## config.mk

```make
export PLATFORM = sky130hd
export DESIGN_NAME = fdr_div_pipe
export DESIGN_NICKNAME = d
export VERILOG_FILES = /design/src/hdl/fdr_div_pipe.sv
export SDC_FILE = /design/constraint.sdc
export NUM_CORES = 2
export LEC_CHECK = 0
export BUFFER_PORTS_ARGS = -buffer_cell sky130_fd_sc_hd__buf_2
export CAP_MARGIN = 20
export CELL_PAD_IN_SITES_DETAIL_PLACEMENT = 1
export CELL_PAD_IN_SITES_GLOBAL_PLACEMENT = 1
export CORE_MARGIN = 2
export CORE_UTILIZATION = 45
export DETAILED_ROUTE_END_ITERATION = 7
export PLACE_DENSITY = 0.68
export SLEW_MARGIN = 10
export SYNTH_ARGS = -nofsm -noshare
export SYNTH_HDL_FRONTEND = slang
export SYNTH_SLANG_ARGS = --single-unit
```

## constraint.sdc

```tcl
create_clock -name clk -period 5 [get_ports clk]
set_input_delay 0.5 -clock clk [delete_from_list [all_inputs] [get_ports clk]]
set_output_delay 0.5 -clock clk [all_outputs]
set_load 0.005 [all_outputs]
```

## src/hdl/fdr_div_pipe.sv

```systemverilog
// Pipelined restoring divider, one quotient bit per register stage.
// Standalone; the quotient must fit in QW bits.
module fdr_div_pipe #(
  parameter int NW = 49,
  parameter int DW = 34,
  parameter int QW = 17,
  parameter int SW = 1
) (
  input  logic          clk,
  input  logic          rst,
  input  logic          en,
  input  logic          in_valid,
  input  logic [NW-1:0] num,
  input  logic [DW-1:0] den,
  input  logic [SW-1:0] in_side,
  output logic          out_valid,
  output logic [QW-1:0] quot,
  output logic [SW-1:0] out_side
);
  localparam int W = (NW > DW + QW - 1) ? NW : DW + QW - 1;

  logic [W-1:0]  rem [QW+1];
  logic [DW-1:0] dv  [QW+1];
  logic [QW-1:0] qt  [QW+1];
  logic [SW-1:0] sd  [QW+1];
  logic          vl  [QW+1];

  assign rem[0] = W'(num);
  assign dv[0]  = den;
  assign qt[0]  = '0;
  assign sd[0]  = in_side;
  assign vl[0]  = in_valid;

  for (genvar s = 0; s < QW; s++) begin : g_stage
    localparam int K = QW - 1 - s;
    logic [W:0] trial;
    logic       ge;
    assign trial = {1'b0, rem[s]} - ((W + 1)'(dv[s]) << K);
    assign ge = !trial[W];

    always_ff @(posedge clk) begin
      if (rst) begin
        vl[s+1] <= 1'b0;
      end else if (en) begin
        vl[s+1] <= vl[s];
      end
    end

    always_ff @(posedge clk) begin
      if (en) begin
        rem[s+1] <= ge ? trial[W-1:0] : rem[s];
        qt[s+1]  <= qt[s] | (QW'(ge) << K);
        dv[s+1]  <= dv[s];
        sd[s+1]  <= sd[s];
      end
    end
  end

  assign out_valid = vl[QW];
  assign quot      = qt[QW];
  assign out_side  = sd[QW];
endmodule

```

==> results.py <==
metrics = {
    "cells_and_area": {
        "syn2layout_area_growth_pct": 11.9,
        "layout_common_cells": "1,514 x edfxtp_1, 720 x inv_1, 698 x a21oi_1",
        "post-route-util": 0.507,
        "drive_gt1_frac": 0.0809,
        "postLayoutCellArea_um2": 95200,
        "final_common_cell": "edfxtp_1",
        "nets": 8585,
        "n_fill_cell": 19800,
        "fin_cells": 10600,
        "register_area_um2": 45800,
        "multiInputGateArea_um2": 35700,
    },
    "placed_design": {
        "dp.cells": 10100,
        "gp_congestion": 0.897,
        "placed_area_um2": 89000,
        "io_buffers": 106,
        "dp_hpwl_um": 146000,
    },
    "sta": {
        "worstMarginPinSlew_ns": 0.969,
        "hold_viol": 0,
        "slew_headroom": 0.354,
        "holdWs_ns": 0.121,
        "tns_ns": 0,
        "clock_skew_ns": 0.0268,
        "fmaxAchievable_mhz": 230,
        "drv_slew": 0,
        "post-route-min-period_ns": 4.35,
        "setup_viol": 0,
        "rsz0062_at_grt": "false",
        "period_share": 0.870,
    },
    "synthesis": {
        "synth_warnings": 0,
        "synthCells": 7650,
        "async_reset_ff_frac": 0,
        "synth_xor_xnor_area_share": 0.0584,
        "synthMuxAreaShare": 0.0198,
        "synth.top_cell.area_share": 0.534,
        "synth-edff-count": 1514,
        "synthFlopType": "edfxtp_1",
        "avgSynthCellArea_um2": 11.1,
        "yosys.area_share.simple": 0.0979,
        "synthesis.nets": 8330,
        "synth_seq_cells": 1531,
        "syn_area_um2": 85100,
        "synth_top_family_by_area": "compound AO/OA/AOI/OAI gates",
        "synth_fa_ha_area_frac": 0.0885,
        "yosys.area.top_type": "edfxtp_1",
        "synth_compound_area_frac": 0.154,
        "synth_area_leaders": "edfxtp_1 53%, ha_1 8.5%, a21oi_1 4.1%",
        "yosysUniqueCellTypes": 100,
        "ys_seq_area_frac": 0.538,
    },
    "power_and_ir_drop": {
        "p_seq_frac": 0.371,
        "ir_drop_mv": 0.310,
        "cellInternalPower_mw": 34.8,
        "p_per_area_nw_per_um2": 569,
        "switching_power_mw": 19.4,
        "clock_power_share": 0.222,
        "p_leak_nw": 38.0,
        "p_comb_frac": 0.408,
        "swShare": 0.358,
    },
    "clock_network": {
        "worstSkewPairLatency_ns": 0.81,
        "numCtsBuffers": 172,
        "cts_root_buffer": "clkbuf_16",
        "cts_setup_buffers": 0,
        "cts_resized": 0,
        "htreeDepth": 4,
        "tritoncts": "built",
        "cts.sinks": 1531,
        "clockBufferDepth": 3,
        "cts.clk_slew.worst_paths_ns": 0.06,
    },
    "global_route": {
        "grt_pass1_wl_um": 308000,
        "grt-ovfl-total": 0,
        "grt_pass1_vias": 62300,
        "antenna_found_initial": 2,
        "grt_max_degree": 118,
        "grt_usage": 0.196,
    },
    "floorplanning": {
        "die_w_um": 439,
        "dieArea_um2": 193000,
        "core_area_um2": 188000,
        "io-pin-count": 107,
        "initial_core_util": 0.453,
        "dieHeight_um": 439,
        "std_cell_rows": 159,
    },
    "setup_path": {
        "cp_slowest_cell": "a41o_2",
        "crit_start": "rem[512]",
        "worstPathRequired_ns": 5.54,
        "crit_path_end": "rem[499]",
        "endpoint_kind": "flip-flop",
        "arrival_ns": 4.89,
        "r2r_slack_ns": 0.65,
        "max_stage_delay_ns": 0.81,
        "crit_type": "flip-flop to flip-flop",
        "critical_path.cell_chain": "ha_1 > o21ai_0 > a21oi_1 > o31a_1 > o21bai_1 > o211ai_1 > a21oi_1 > o21ai_1 > a41o_2 > nor4b_1 > xor2_1",
        "rr_worst_depth": 11,
        "crit_fanout": 37,
        "crit_top_cell": "a21oi_1",
        "r2r_end": "rem[499]",
        "rr_startpoint": "rem[512]",
        "start_kind": "flip-flop",
    },
    "routing": {
        "ant_nets": 0,
        "wl_per_cell_um": 17.9,
        "drc": 2,
        "routed_wl_um": 189000,
        "drt-vias-per-instance": 5.44,
        "num_vias": 57400,
        "drtPass1Iterations": 7,
        "drtIter0Drc": 2319,
    },
    "run": {
        "cap_violations": 0,
    },
    "worst_hold_path": {
        "min_path_type": "input pin to flip-flop",
    },
    "status": {
        "status": "finished with violations",
        "failed_checks": "DRC",
    },
}
-- power by group through the flow --
stage | Clock [mW] | Sequential [mW] | Combinational (mW)
floorplan | 0 | 19.6 | 16.7
global placement | 0 | 20.3 | 21.2
detailed placement | 0 | 20.3 | 21.9
CTS | 12.4 | 20.1 | 22.1
global route | 12.9 | 20.4 | 24.6
finish | 12.0 | 20.1 | 22.1
-- flip-flops by register name (all words and copies together) (netlist names) --
name,count
dv,544
out_side,1
out_valid,1
qt,136
quot,17
rem,800
sd,16
vl,16
-- worst max-delay path, delay by kind of cell, from the launching register on --
family	cells	cell delay (ns)
compound gates	8	2.80
fa+ha+maj	1	0.37
xor+xnor	1	0.11
flops	1	0.40
simple gates	1	0.40
-- layer usage --
metal,wire length (um),GRT usage,vias up
met5,0,0,-
met4,10400,0.107,0
met3,4490,0.0258,507
met2,105000,0.395,771
met1,69600,0.188,27600
li1,-,-,28500
-- synthesized netlist by cell type (all sizes together) (63+ instances only) --
library cell,count
a31oi,63
o21bai,74
edfxtp,1514
buf,75
nand2,551
nor3,93
a21o,281
a21oi,701
nand3,117
nand2b,93
xor2,237
nor2b,69
mux2,124
o21a,77
ha,576
clkbuf,135
nand4,83
inv,721
o21ai,527
xnor2,330
nor2,490
-- stage by stage --
| stage | worst slack (ns) | total power, mW |
|---|---|---|
| floorplan | 1.48 | 36.3 |
| global placement | 0.761 | 41.5 |
| detailed placement | 0.649 | 42.2 |
| CTS | 0.586 | 54.7 |
| global route | 0.414 | 57.9 |
| finish | 0.650 | 54.2 |
-- cell type report --
class / instances / share of cell area
Timing Repair Buffer: 291 / 0.0256
Sequential cell: 1531 / 0.481
Tap cell: 2495 / 0.0328
Multi-Input combinational cell: 5186 / 0.375
Clock buffer: 212 / 0.0479
Antenna cell: 13 / 0.000342
Inverter: 723 / 0.0285
Clock inverter: 102 / 0.00878
-- worst min path at each step --
stage                     startpoint        to  slack (ns)  cells past startpoint
final                        num[36]  rem[836]        0.12                      3
after global routing         num[36]  rem[836]         0.1                      3
after CTS                    num[36]  rem[836]        0.03                      3
after detailed placement      qt[42]    qt[25]        0.41                      0
after global placement         sd[9]     sd[8]        0.40                      0
after floorplan                sd[1]  out_side        0.40                      0
-- what timing repair did --
| item | in CTS | in global routing |
|---|---|---|
| hold buffers | 86 | 0 |
| setup endpoints to repair | 0 | 0 |
| hold endpoints to repair | 100 | 0 |
-- cells by family after synthesis --
group | count (synthesis)
compound gates | 2109
xor+xnor | 567
fa+ha+maj | 592
buf+inv | 933
flops | 1531
mux | 153
simple gates | 1765
Power figures use the tool's default switching activity.
